<file path="src/design/ordered_list_engine_macros.svh">
// Assertion macros shared by the ordered list engine.
// Used by the top level; expects a clock named clk and a reset named rst.
`ifndef ORDERED_LIST_ENGINE_MACROS_SVH
`define ORDERED_LIST_ENGINE_MACROS_SVH

// Same-cycle implication, checked outside reset
`define OLE_ASSERT_SAME(lbl, ante, cons, msg) \
  lbl: assert property (@(posedge clk) disable iff (rst) (ante) |-> (cons)) \
    else $error(msg);

// Next-cycle implication, checked outside reset
`define OLE_ASSERT_NEXT(lbl, ante, cons, msg) \
  lbl: assert property (@(posedge clk) disable iff (rst) (ante) |=> (cons)) \
    else $error(msg);

`endif

</file>
<file path="src/design/olist_pkg.sv">
// Package for the ordered list engine: command and status codes, FSM states,
// the per-cell control struct and the stream widths. No dependencies.
`timescale 1ns / 1ps

package olist_pkg;

  localparam int CAPACITY_DEF = 16;
  localparam int VALUE_W      = 32;
  localparam int S_DATA_W     = 40;  // command(2) + value(32), padded to bytes
  localparam int M_DATA_W     = 16;  // status(2) + position(4) + length(5), padded
  localparam int POS_W        = 4;
  localparam int LEN_W        = 5;

  typedef enum logic [1:0] {
    CMD_INS_FRONT = 2'd0,
    CMD_INS_END   = 2'd1,
    CMD_DELETE    = 2'd2,
    CMD_SEARCH    = 2'd3
  } cmd_t;

  typedef enum logic [1:0] {
    STS_DONE      = 2'd0,
    STS_NOT_FOUND = 2'd1,
    STS_EMPTY     = 2'd2,
    STS_FULL      = 2'd3
  } sts_t;

  typedef enum logic {
    S_IDLE,
    S_APPLY
  } state_t;

  // Broadcast to every cell of the chain
  typedef struct packed {
    logic                       capture;    // latch match flags against cmp_value
    logic signed [VALUE_W-1:0]  cmp_value;
    logic                       shift_in;   // insert at front: take left neighbour
    logic                       append;     // insert at end: first empty cell loads
    logic                       close;      // delete: cells from the hit on take right
    logic signed [VALUE_W-1:0]  ins_value;
  } cell_ctl_t;

endpackage

</file>
<file path="src/design/olist_cell.sv">
// One cell of the ordered list chain: holds one entry and its valid flag.
// Depends on olist_pkg for the control struct.
`timescale 1ns / 1ps

module olist_cell (
  input  logic                               clk,
  input  logic                               rst,
  input  olist_pkg::cell_ctl_t               ctl,
  input  logic signed [olist_pkg::VALUE_W-1:0] lft_data,
  input  logic                               lft_valid,
  input  logic signed [olist_pkg::VALUE_W-1:0] rgt_data,
  input  logic                               rgt_valid,
  input  logic                               hit_in,
  output logic signed [olist_pkg::VALUE_W-1:0] data,
  output logic                               valid,
  output logic                               hit_out,
  output logic                               first
);

  logic match;

  // Pass the hit chain on: a match here or upstream
  assign hit_out = hit_in | match;
  assign first   = match & ~hit_in;

  // Latch the compare result at command acceptance
  always_ff @(posedge clk) begin
    if (rst) begin
      match <= 1'b0;
    end else if (ctl.capture) begin
      match <= valid && (data == ctl.cmp_value);
    end
  end

  // Update the valid flag
  always_ff @(posedge clk) begin
    if (rst) begin
      valid <= 1'b0;
    end else if (ctl.shift_in) begin
      valid <= lft_valid;
    end else if (ctl.append && !valid && lft_valid) begin
      valid <= 1'b1;
    end else if (ctl.close && hit_out) begin
      valid <= rgt_valid;
    end
  end

  // Update the held entry
  always_ff @(posedge clk) begin
    if (ctl.shift_in) begin
      data <= lft_data;
    end else if (ctl.append && !valid && lft_valid) begin
      data <= ctl.ins_value;
    end else if (ctl.close && hit_out) begin
      data <= rgt_data;
    end
  end

endmodule

</file>
<file path="src/design/ordered_list_engine.sv">
// Ordered list engine: bounded list of signed 32-bit values with insert at
// front, insert at end, delete of the first match and search for it.
// Input stream s_tdata: [1:0] command, [33:2] value. Output stream m_tdata:
// [1:0] status, [5:2] position, [10:6] length after the command.
// Each command yields exactly one result transaction.
// A command accepted in the idle state is applied in the apply state, and its
// result is written to the output register when the output is free.
// The input takes no new command until the last one is applied. On acceptance
// every cell latches its compare against the value; in the apply state the
// first-match chain runs through the cells and they shift, all cells moving at once.
// Stall: while the output register holds an untaken result, a finished
// command waits in the apply cycle and the list is left unchanged; the input
// is not ready until that command has been written out.
// Reset (rst, synchronous, active high) empties the list and drops any
// pending result; no clearing pass is needed since cells carry valid flags.
// Depends on olist_pkg, olist_cell and ordered_list_engine_macros.svh.
`timescale 1ns / 1ps
`include "ordered_list_engine_macros.svh"

module ordered_list_engine #(
  parameter int CAPACITY = olist_pkg::CAPACITY_DEF
) (
  input  logic                            clk,
  input  logic                            rst,
  input  logic                            s_tvalid,
  output logic                            s_tready,
  input  logic [olist_pkg::S_DATA_W-1:0]  s_tdata,   // command, value
  output logic                            m_tvalid,
  input  logic                            m_tready,
  output logic [olist_pkg::M_DATA_W-1:0]  m_tdata    // status, position, length
);

  localparam int CNT_W = $clog2(CAPACITY + 1);
  localparam int IDX_W = (CAPACITY > 1) ? $clog2(CAPACITY) : 1;

  olist_pkg::state_t state, state_next;
  olist_pkg::cmd_t   cmd_q;
  logic signed [olist_pkg::VALUE_W-1:0] val_q;
  logic [CNT_W-1:0] count, count_next;

  olist_pkg::cell_ctl_t ctl;
  logic signed [olist_pkg::VALUE_W-1:0] data_arr [CAPACITY];
  logic signed [olist_pkg::VALUE_W-1:0] lft_data [CAPACITY];
  logic signed [olist_pkg::VALUE_W-1:0] rgt_data [CAPACITY];
  logic [CAPACITY-1:0] valid_vec, lft_valid, rgt_valid, first_vec;
  logic [CAPACITY:0]   hit_chain;

  logic accept, commit, full, found;
  logic [IDX_W-1:0] pos_idx;
  olist_pkg::sts_t status;
  logic [31:0] pos_wide, len_wide;
  logic [olist_pkg::POS_W-1:0] pos_field;
  logic [olist_pkg::LEN_W-1:0] len_field;

  assign accept = s_tvalid && s_tready;
  assign commit = (state == olist_pkg::S_APPLY) && (!m_tvalid || m_tready);
  assign full   = valid_vec[CAPACITY-1];
  assign found  = hit_chain[CAPACITY];

  // Next state
  always_comb begin
    state_next = state;
    unique case (state)
      olist_pkg::S_IDLE:  if (accept) state_next = olist_pkg::S_APPLY;
      olist_pkg::S_APPLY: if (commit) state_next = olist_pkg::S_IDLE;
      default:            state_next = olist_pkg::S_IDLE;
    endcase
  end

  // FSM outputs
  always_comb begin
    unique case (state)
      olist_pkg::S_IDLE: s_tready = 1'b1;
      default:           s_tready = 1'b0;
    endcase
  end

  always_ff @(posedge clk) begin
    if (rst) begin
      state <= olist_pkg::S_IDLE;
    end else begin
      state <= state_next;
    end
  end

  // Hold the accepted command
  always_ff @(posedge clk) begin
    if (accept) begin
      cmd_q <= olist_pkg::cmd_t'(s_tdata[1:0]);
      val_q <= s_tdata[33:2];
    end
  end

  // Broadcast control to the chain
  always_comb begin
    ctl.capture   = accept;
    ctl.cmp_value = s_tdata[33:2];
    ctl.shift_in  = commit && (cmd_q == olist_pkg::CMD_INS_FRONT) && !full;
    ctl.append    = commit && (cmd_q == olist_pkg::CMD_INS_END) && !full;
    ctl.close     = commit && (cmd_q == olist_pkg::CMD_DELETE) && found;
    ctl.ins_value = val_q;
  end

  // Chain of cells
  assign hit_chain[0] = 1'b0;

  for (genvar i = 0; i < CAPACITY; i++) begin : g_cell
    if (i == 0) begin : g_head
      assign lft_data[i]  = val_q;
      assign lft_valid[i] = 1'b1;
    end else begin : g_body
      assign lft_data[i]  = data_arr[i-1];
      assign lft_valid[i] = valid_vec[i-1];
    end
    if (i == CAPACITY - 1) begin : g_tail
      assign rgt_data[i]  = data_arr[i];
      assign rgt_valid[i] = 1'b0;
    end else begin : g_next
      assign rgt_data[i]  = data_arr[i+1];
      assign rgt_valid[i] = valid_vec[i+1];
    end

    olist_cell u_cell (
      .clk       (clk),
      .rst       (rst),
      .ctl       (ctl),
      .lft_data  (lft_data[i]),
      .lft_valid (lft_valid[i]),
      .rgt_data  (rgt_data[i]),
      .rgt_valid (rgt_valid[i]),
      .hit_in    (hit_chain[i]),
      .data      (data_arr[i]),
      .valid     (valid_vec[i]),
      .hit_out   (hit_chain[i+1]),
      .first     (first_vec[i])
    );
  end

  // Encode the position of the first match
  always_comb begin
    pos_idx = '0;
    for (int i = 0; i < CAPACITY; i++) begin
      if (first_vec[i]) begin
        pos_idx = pos_idx | IDX_W'(i);
      end
    end
  end

  // Entry count
  always_comb begin
    count_next = count;
    if (ctl.shift_in || ctl.append) begin
      count_next = count + CNT_W'(1);
    end else if (ctl.close) begin
      count_next = count - CNT_W'(1);
    end
  end

  always_ff @(posedge clk) begin
    if (rst) begin
      count <= '0;
    end else begin
      count <= count_next;
    end
  end

  // Result status
  always_comb begin
    status = olist_pkg::STS_DONE;
    case (cmd_q)
      olist_pkg::CMD_INS_FRONT,
      olist_pkg::CMD_INS_END: if (full) status = olist_pkg::STS_FULL;
      olist_pkg::CMD_DELETE: begin
        if (!valid_vec[0]) begin
          status = olist_pkg::STS_EMPTY;
        end else if (!found) begin
          status = olist_pkg::STS_NOT_FOUND;
        end
      end
      default: if (!found) status = olist_pkg::STS_NOT_FOUND;
    endcase
  end

  // Mask position and length to their field widths
  assign pos_wide  = ((cmd_q == olist_pkg::CMD_SEARCH) && found) ? 32'(pos_idx) : 32'd0;
  assign len_wide  = 32'(count_next);
  assign pos_field = pos_wide[olist_pkg::POS_W-1:0];
  assign len_field = len_wide[olist_pkg::LEN_W-1:0];

  // Output register
  always_ff @(posedge clk) begin
    if (rst) begin
      m_tvalid <= 1'b0;
    end else if (commit) begin
      m_tvalid <= 1'b1;
    end else if (m_tready) begin
      m_tvalid <= 1'b0;
    end
  end

  always_ff @(posedge clk) begin
    if (commit) begin
      m_tdata <= {5'b0, len_field, pos_field, status};
    end
  end

  // Checks
  `OLE_ASSERT_SAME(a_count_matches_cells, 1'b1, $countones(valid_vec) == int'(count), "count disagrees with valid cells")
  `OLE_ASSERT_NEXT(a_insert_grows, (ctl.shift_in || ctl.append), count == $past(count) + CNT_W'(1), "insert did not grow list")
  `OLE_ASSERT_SAME(a_search_hit_valid, (commit && (cmd_q == olist_pkg::CMD_SEARCH) && found), valid_vec[pos_idx], "search hit an empty cell")

endmodule

</file>
<file path="config.mk">
export PLATFORM = sky130hd
export DESIGN_NAME = ordered_list_engine
export DESIGN_NICKNAME = d
export VERILOG_FILES = /design/src/design/olist_pkg.sv /design/src/design/olist_cell.sv /design/src/design/ordered_list_engine.sv
export VERILOG_INCLUDE_DIRS = /design/src /design/src/design
export SDC_FILE = /design/constraint.sdc
export NUM_CORES = 1
export LEC_CHECK = 0
export ABC_CLOCK_PERIOD_IN_PS = 3840
export BUFFER_PORTS_ARGS = -buffer_cell sky130_fd_sc_hd__buf_2
export CORE_MARGIN = 2
export CORE_UTILIZATION = 30
export DETAILED_ROUTE_END_ITERATION = 7
export PLACE_DENSITY = 0.56
export SYNTH_ARGS = -nofsm -noshare
export SYNTH_HDL_FRONTEND = slang
export SYNTH_SLANG_ARGS = --single-unit
</file>
<file path="constraint.sdc">
create_clock -name clk -period 3.84 [get_ports clk]
set_clock_uncertainty 0.05 [all_clocks]
set_input_delay 0.384 -clock clk [delete_from_list [all_inputs] [get_ports clk]]
set_output_delay 0.384 -clock clk [all_outputs]
set_load 0.03 [all_outputs]
</file>
; ---- After elaboration in Yosys (flattened, before gate mapping)
; Cells that the tools add are included.
[totals]
register_bits = 596
input_bits = 44
output_inout_bits = 18
wordCells = 355
[op_classes]
n_addsub = 2
n_eq_ne = 19
n_mux = 122
bitwise = 46
n_reduce_logical = 111
[op_table]
columns = op, count
row1 = $mux 32, 47
row2 = $eq 32x32->1, 16
row3 = $logic_and 1x1->1, 72
row4 = $mux 1, 55
row5 = $reduce_bool 3->1, 16
row6 = $mux 4, 8
row7 = $logic_not 1->1, 17
row8 = $not 1->1, 16
row9 = $and 1x1->1, 15
row10 = $or 1x1->1, 15
row11 = $mux 3, 4
row12 = $mux 5, 2
row13 = $mux 2, 4
row14 = $add 5x1->5 const B, 1
row15 = $sub 5x1->5 const B, 1
row16 = $eq 2x2->1 const B, 2
row17 = $pmux 2 s2, 1
row18 = $reduce_bool 2->1, 2
row19 = $eq 2x1->1 const B, 1
row20 = $logic_not 2->1, 1
row21 = $logic_or 1x1->1, 2
row22 = $pmux 1 s2, 1
row23 = $reduce_or 2->1, 1

; ---- Logic depth before layout (Yosys ltp)
; Gate-level depths: netlist of the first run.
[depth]
ltp_word = 20
depth_mapped = 10
depth_no_buf = 5

; ---- Cells and area by module
; From an unflattened synthesis of the first run, not the netlist that was laid out.
[unflattened]
cells_unflattened = 3279
area_unflattened_um2 = 35720.5
[by_module_without_submodules]
columns = module, n_inst, cells_each, area_each_um2, seq_area_each_um2
row1 = olist_cell, 16, 197, 2105.8, 1001.0
row2 = ordered_list_engine, 1, 127, 2028.2, 1491.4

; ---- Worst setup path after synthesis of the first run
; No wires, ideal clock.
[synth_timing]
path_type = reg-to-reg
start = register m_tvalid
end = register g_cell[13].u_cell.valid
setup_ns = 0.127
t_arrival_ns = 3.736
required_time_ns = 3.663
slack_ns = -0.073
path_stages_with_launch = 6
path_buffers = 1
period_less_slack_ns = 3.913
path_cell_list = dfxtp_1 > nand2b_1 > buf_2 > nand3_1 > o21ai_0 > mux2_2
[synth_via]
elab_chain_len = 9
elab_cells_between_ends = 15
classes_between = mux (2) / reduce/logical (13)
[synth_rtl]
columns = item, line
row1 = "start, declared", ordered_list_engine.sv:28  ; output logic m_tvalid,
row2 = "start signal, assigned", ordered_list_engine.sv:193  ; m_tvalid <= 1'b0;
row3 = "start signal, assigned", ordered_list_engine.sv:195  ; m_tvalid <= 1'b1;
row4 = "start signal, assigned", ordered_list_engine.sv:197  ; m_tvalid <= 1'b0;
row5 = $logic_not 1->1 (*), ordered_list_engine.sv:56  ; assign commit = (state == olist_pkg::S_APPLY) && (!m_tvalid || m_tready);
row6 = $logic_or 1x1->1 (*), ordered_list_engine.sv:56
row7 = $logic_and 1x1->1 (*), ordered_list_engine.sv:56
row8 = $logic_and 1x1->1 (2 in a row), ordered_list_engine.sv:99  ; ctl.append = commit && (cmd_q == olist_pkg::CMD_INS_END) && !full;
row9 = $logic_and 1x1->1 (2 in a row), olist_cell.sv:41  ; end else if (ctl.append && !valid && lft_valid) begin
row10 = $mux 1, olist_cell.sv:41
row11 = $mux 1, olist_cell.sv:39  ; end else if (ctl.shift_in) begin
row12 = "end signal, assigned", olist_cell.sv:40  ; valid <= lft_valid;
row13 = "end signal, assigned", olist_cell.sv:44  ; valid <= rgt_valid;
row14 = "end, declared", olist_cell.sv:15  ; output logic valid,
; Mark *: on every way between the ends. The rest lies on a longest branch, timed or not.
; A chain may end at the register's enable or synchronous reset.

; ---- Final worst setup path of the first run
[layout_timing]
start = register cmd_q[0]
end = register g_cell[9].u_cell.data[2] (netlist name), enable pin
[layout_via]
elab_chain_len = 6
elab_cells_between_ends = 13
classes_between = eq/ne (2) / reduce/logical (11)
[layout_rtl]
columns = item, line
row1 = "start, declared", ordered_list_engine.sv:37  ; olist_pkg::cmd_t cmd_q;
row2 = "start signal, assigned", ordered_list_engine.sv:89  ; cmd_q <= olist_pkg::cmd_t'(s_tdata[1:0]);
row3 = $eq 2x1->1, ordered_list_engine.sv:99
row4 = $logic_and 1x1->1 (2 in a row), ordered_list_engine.sv:99
row5 = $logic_and 1x1->1 (2 in a row), olist_cell.sv:52  ; end else if (ctl.append && !valid && lft_valid) begin
row6 = $reduce_bool 3->1 (no line) (*), -
row7 = "end signal, assigned", olist_cell.sv:51  ; data <= lft_data;
row8 = "end signal, assigned", olist_cell.sv:53  ; data <= ctl.ins_value;
row9 = "end signal, assigned", olist_cell.sv:55  ; data <= rgt_data;
row10 = "end, declared", olist_cell.sv:14  ; output logic signed [olist_pkg::VALUE_W-1:0] data,
; Marks and branches as above.

==> impl_metrics.tcl, run 1 <==
set metrics [dict create \
    cp_cell_sequence "nand4_2, buf_4, nor3b_4, buf_4, a211o_1, buf_4" \
    grt_pass1_vias 25500 \
    p_leak_nw 11.5 \
    crit_type "reg2reg" \
    path_clk_slew_ns 0.06 \
    yosysMostFrequentCell "nand2_1" \
    slowest_delay_ns 0.62 \
    ys.flop_type "edfxtp_1" \
    fmax_mhz 329 \
    rows 125 \
    synthArstFlopShare 0 \
    start_kind "register" \
    grt_use_total 0.194 \
    cpMostUsedCell "buf_4" \
    finalSetupViolCount 0 \
    num_vias 25600 \
    die-area_um2 120000 \
    numClockSinks 596 \
    fin_crit_sh 0.792 \
    cp-end-kind "register" \
    rsz0062_at_grt "false" \
    ys_types 62 \
    status "finished clean" \
    io_pins 62 \
    wl_per_cell_um 25.0 \
    hp-class "in2reg" \
    final_nets 3261 \
    fp.dieH_um 346 \
    yosys_warnings 0 \
    cp_max_fo 33 \
    antenna_found_initial 9 \
    syn-instance-count 3289 \
    synthTopCellsByArea "edfxtp_1 48%, mux2i_1 13%, xnor2_1 7.2%, nand2_1 6.3%, o21ai_0 6.2%" \
    cts_buffers 68 \
    yosys-top-cells-count "586 x nand2_1, 557 x edfxtp_1, 453 x mux2i_1, 437 x o21ai_0, 290 x xnor2_1" \
    relSlewSlack 0.203 \
    drv_cap 0 \
    synth_edf_count 557 \
    yosysTopAreaCell "edfxtp_1" \
    timing.rr.start "cmd_q[0]" \
    endpoint "g_cell[9].u_cell.data[2]" \
    gp_congestion 0.926 \
    stdcell_area_um2 38900 \
    placed_area_um2 36800 \
    slew_violations 0 \
    port_buffers 50 \
    core_area_um2 116000 \
    reg2reg_to "g_cell[9].u_cell.data[2]" \
    vias_per_cell 5.35 \
    final.setup.tns_ns 0 \
    tritoncts "yes" \
    tightestPinTransition_ns 1.18 \
    finalPower_mw 15.5 \
    dpl.hpwl_um 87600 \
    syn_area_um2 35100 \
    drtPass1Iterations 6 \
    ys_ff_latch 596 \
    slowest_stage "edfxtp_1" \
    cts_max_path_buffers 3 \
    r2r.worst_path.cells 6 \
    ir_worst_vdd_v 0.000229 \
    syn_to_final_growth_pct 11.0 \
    drt_iter0_drc 2571 \
    p_per_area_nw_per_um2 397 \
    synth_top_area_frac 0.477 \
    startpoint "cmd_q[0]" \
    drcViolationCount 0 \
    r2r_slack_ns 0.80 \
    cp.arrival_ns 3.25 \
    hold_violations 0 \
    finalCriticalPeriod_ns 3.04 \
    clockRootBuffer "clkbuf_16" \
    grt_first_pass_wirelength_um 174000 \
    grt_overflow 0 \
    clkLatencyLatePin_ns 0.63 \
    start_util 0.302 \
    grt_max_degree 115 \
    antenna_left 0 \
    ys_seq_area_frac 0.499 \
    htreeDepth 3 \
    avgSynthCellArea_um2 10.7 \
    final_util 0.335 \
    layout-drive-gt1-share 0.0897 \
    die_width_um 346 \
    wirelength_um 120000 \
    required_ns 4.05 \
]
-- power breakdown --
part	internal (mW)	total (mW)	switching, mW	leakage [nW]
sequential	7.31	7.61	0.290	5.40
clock	3.66	6.48	2.82	1.04
combinational	0.446	1.36	0.919	5.09
total	11.4	15.5	4.03	11.5
-- metal layers --
layer  part of all wire  GRT usage  up-vias
met5            0.00022          0        -
met4              0.018     0.0408        4
met3              0.071     0.0357      155
met2               0.47      0.320      865
met1               0.44      0.265    13000
li1                   -          -    11600
-- registers in the layout, indices dropped and copies added (netlist names) --
name                 flops
val_q                   32
state                    1
m_tdata                 11
g_cell.u_cell.valid     16
cmd_q                    2
count                    5
m_tvalid                 1
g_cell.u_cell.data     512
g_cell.u_cell.match     16
-- placed cells by master (no fill, tap or decap), types with 4 or more instances in the layout --
cell type / instances
xnor2_1: 290
conb_1: 5
a311oi_1: 8
clkbuf_1: 22
clkbuf_16: 70
inv_6: 4
nor3b_2: 9
nor4_1: 65
nand2_1: 586
buf_12: 12
edfxtp_1: 557
inv_1: 9
nor3_1: 21
a31oi_1: 6
nand3b_1: 4
o21ai_1: 42
mux2i_1: 453
a21oi_1: 12
nor2_1: 34
dfxtp_1: 39
clkbuf_8: 5
o21ai_0: 435
nand4_1: 98
buf_4: 71
mux2_2: 36
nand2b_1: 5
xor2_1: 225
nand3_2: 4
nand3_1: 12
clkinv_2: 9
buf_2: 50
nor2b_1: 5
clkinv_1: 6
-- metrics by stage --
step / cells / setup slack (ns) / hold slack [ns]
floorplan: 3293 / 0.127 / 0.376
global placement: 4666 / 0.801 / 0.446
detailed placement: 4666 / 0.741 / 0.455
CTS: 4789 / 0.794 / 0.0761
global route: 4789 / 0.624 / 0.0915
finish: 4790 / 0.799 / 0.115
-- worst min path at each step --
stage                                       start                      end  cells after the start
after global placement     g_cell[8].u_cell.match   g_cell[8].u_cell.match                      2
final                                 s_tdata[25]                val_q[23]                      1
after global routing                  s_tdata[25]                val_q[23]                      1
after detailed placement   g_cell[8].u_cell.match   g_cell[8].u_cell.match                      2
after CTS                             s_tdata[25]                val_q[23]                      1
after floorplan           g_cell[15].u_cell.match  g_cell[15].u_cell.match                      2
-- critical path: cells and delay by family, from the launching register on --
kind | cells | cell delay [ns]
AO/OA/AOI/OAI | 1 | 0.18
flip-flops | 1 | 0.62
buffers and inverters | 3 | 1.23
AND/OR/NAND/NOR | 2 | 0.55
-- cells by family after synthesis --
kind of cell | Yosys count | share of synthesized area
AND/OR/NAND/NOR | 865 | 0.111
flip-flops | 596 | 0.499
AO/OA/AOI/OAI | 527 | 0.0786
XOR/XNOR | 515 | 0.129
multiplexers | 490 | 0.141
buffers and inverters | 293 | 0.0400
adder cells (fa/ha/maj) | 2 | 0.000714
other | 1 | 0.000107
-- final cells by class --
cell class | instances | area (um2)
Fill cell | 11900 | 77100
Timing Repair Buffer | 136 | 1050
Multi-Input combinational cell | 2404 | 16300
Tap cell | 1524 | 1910
Clock inverter | 23 | 209
Sequential cell | 596 | 17500
Clock buffer | 97 | 1900
Inverter | 9 | 33.8
Antenna cell | 1 | 2.50
-- repair_timing --
item | CTS | global route
setup buffers | 0 | 0
resized for setup | 0 | 0
hold buffers | 3 | 0
endpoints found under the hold margin | 3 | 0
Note: power is estimated with default switching activity, not from simulation.
==> inputs of run 2 (changes only) <==
--- a/config.mk
+++ b/config.mk
@@ -6,12 +6,12 @@
 export SDC_FILE = /design/constraint.sdc
 export NUM_CORES = 1
 export LEC_CHECK = 0
-export ABC_CLOCK_PERIOD_IN_PS = 3840
+export ABC_CLOCK_PERIOD_IN_PS = 2990
 export BUFFER_PORTS_ARGS = -buffer_cell sky130_fd_sc_hd__buf_2
 export CORE_MARGIN = 2
 export CORE_UTILIZATION = 30
 export DETAILED_ROUTE_END_ITERATION = 7
-export PLACE_DENSITY = 0.56
+export PLACE_DENSITY = 0.54
 export SYNTH_ARGS = -nofsm -noshare
 export SYNTH_HDL_FRONTEND = slang
 export SYNTH_SLANG_ARGS = --single-unit
==> constraint.sdc (replaced) <==
create_clock -name clk -period 2.99 [get_ports clk]
set_clock_uncertainty 0.05 [all_clocks]
set_input_delay 0.299 -clock clk [delete_from_list [all_inputs] [get_ports clk]]
set_output_delay 0.299 -clock clk [all_outputs]
set_load 0.03 [all_outputs]
==> run 2 against run 1 <==
Total power increased by 32%. First-iteration DRC count rose by 6.7%. Register-to-register slack lost 0.45 ns. Fmax grew 15%. Routed wire length rose by 1.6%. Flip-flop and latch count unchanged. Die area is the same. Largest power group unchanged. Highest routed layer unchanged.
==> impl_metrics.tcl, run 2 (synthesized netlist as in run 1, its figures left out) <==
set metrics [dict create \
    pwr-share-comb 0.089 \
    power_switching_mw 5.31 \
    seqPwrFrac 0.477 \
    required_ns 3.29 \
    cts_max_path_buffers 3 \
    top_regs "g_cell.u_cell.data x512, val_q x32" \
    critPathTopFamily "simple AND/OR/NAND/NOR gates" \
    grt_pass1_vias 25400 \
    timing.rr.start "cmd_q[1]" \
    min_from "s_tdata[25]" \
    fin_crit_sh 0.883 \
    largest_reg_flops 512 \
    ir_worst_vdd_v 0.000328 \
    antenna_left 0 \
    slowest_delay_ns 0.49 \
    final_cell_mix "586 x nand2_1, 557 x edfxtp_1, 453 x mux2i_1" \
    cts_buffers 70 \
    io_pins 62 \
    startpoint "cmd_q[1]" \
    path_clk_slew_ns 0.06 \
    drcViolationCount 0 \
    gr-usage-met3 0.0394 \
    syn_to_final_growth_pct 13.1 \
    clkLatencyLatePin_ns 0.63 \
    rows 125 \
    layout-drive-gt1-share 0.102 \
    grt_max_degree 139 \
    busiest_layer "met2" \
    cp_max_fo 138 \
    num_vias 25700 \
    final_nets 3297 \
    tightestPinTransition_ns 1.14 \
    drt_iter0_drc 2744 \
    final.setup.tns_ns 0 \
    p_sw_frac 0.259 \
    grt_overflow 0 \
    cp-end-kind "register" \
    final_common_cell "nand2_1" \
    start_util 0.302 \
    drv_cap 0 \
    finalSetupViolCount 0 \
    slowest_stage "edfxtp_1" \
    cp.arrival_ns 2.94 \
    vias_per_cell 5.32 \
    core_area_um2 116000 \
    start_kind "register" \
    die-area_um2 120000 \
    drtPass1Iterations 5 \
    die_width_um 346 \
    worst-path-buf-inv 2 \
    htreeDepth 3 \
    met1_usage 0.270 \
    pwr-share-clk 0.434 \
    tritoncts "yes" \
    wl_per_cell_um 25.1 \
    timing.hold.ws_ns 0.0250 \
    gp_congestion 0.919 \
    fp.dieH_um 346 \
    port_buffers 50 \
    cp_cell_sequence "nor2_4, nand3_2, nor2_4, buf_12, buf_12, o21ai_0" \
    top_register "g_cell.u_cell.data" \
    crit_type "reg2reg" \
    p_leak_nw 11.9 \
    cts_resized 0 \
    dpl.hpwl_um 89100 \
    grt_use_total 0.198 \
    numClockSinks 596 \
    rsz0062_at_grt "false" \
    use_met2 0.325 \
    antenna_found_initial 10 \
    slew_violations 0 \
    relSlewSlack 0.238 \
    status "finished clean" \
    p_per_area_nw_per_um2 516 \
    hp-class "in2reg" \
    clockRootBuffer "clkbuf_16" \
    intPower_mw 15.2 \
    grt_first_pass_wirelength_um 177000 \
    finalCriticalPeriod_ns 2.64 \
    hold_violations 0 \
    fillers 11900 \
    final.setup.worst_slack_ns 0.350 \
    wirelength_um 122000 \
    place_ws_ns 0.359 \
    finalPower_mw 20.5 \
    fmax_mhz 379 \
]
-- run 2: cell types whose count changed in the layout (fill, tap and decap cells not counted), sizes merged --
| cell | change |
|---|---|
| clkbuf | -4 |
| buf | +33 |
| dlygate4sd3 | +1 |
| diode | +1 |
| clkinvlp | +3 |
| clkinv | +7 |
| bufinv | +3 |
-- run 2: routing by layer --
| layer | part of all wire | vias up |
|---|---|---|
| met1 | 0.44 | 13100 |
| li1 | - | 11700 |
| met5 | 0.00032 | - |
| met4 | 0.016 | 6 |
| met2 | 0.47 | 822 |
| met3 | 0.071 | 128 |
-- run 2: repair_timing --
action	in CTS	in global routing
buffers inserted	0	0
hold buffers	4	0
hold endpoints to repair	4	0
-- run 2: worst paths after layout --
kind              cells after the start  slack (ns)                    endpoint
setup / recovery                      6        0.35  g_cell[11].u_cell.data[17]
hold / removal                        1        0.03                   val_q[23]
setup reg to reg                      6        0.35  g_cell[11].u_cell.data[17]
hold reg to reg                       2        0.44      g_cell[8].u_cell.match
-- run 2: layout make-up --
type / instances / area (um2) / share of cell area
Sequential cell: 596 / 17500 / 0.442
Clock buffer: 93 / 1960 / 0.0495
Multi-Input combinational cell: 2404 / 16300 / 0.411
Clock inverter: 36 / 340 / 0.00858
Tap cell: 1524 / 1910 / 0.0481
Antenna cell: 2 / 5.00 / 0.000126
Timing Repair Buffer: 170 / 1590 / 0.0400
Inverter: 9 / 33.8 / 0.000852
-- run 2: metrics by stage --
stage               cell area, um2  cells   util
global route                 39600   4832  0.342
CTS                          39600   4832  0.342
detailed placement           37300   4699  0.321
finish                       39600   4834  0.342
global placement             37300   4699  0.321
floorplan                    35100   3293      -
-- run 2: power by group through the flow --
stage          sequential, mW  combinational [mW]  clock [mW]
2_1_floorplan            9.74                1.16           0
3_3_place_gp             9.94                1.76           0
3_5_place_dp             9.94                1.77           0
4_1_cts                  9.77                1.79        9.00
5_1_grt                  9.79                1.93        9.26
6_report                 9.76                1.82        8.88
-- run 2: worst reg2reg max path, cell delays in order (launching register included) --
cell and delay [ns]:
edfxtp_1 0.49, nor2_4 0.17, nand3_2 0.22, nor2_4 0.35, buf_12 0.29, buf_12 0.44
o21ai_0 0.36
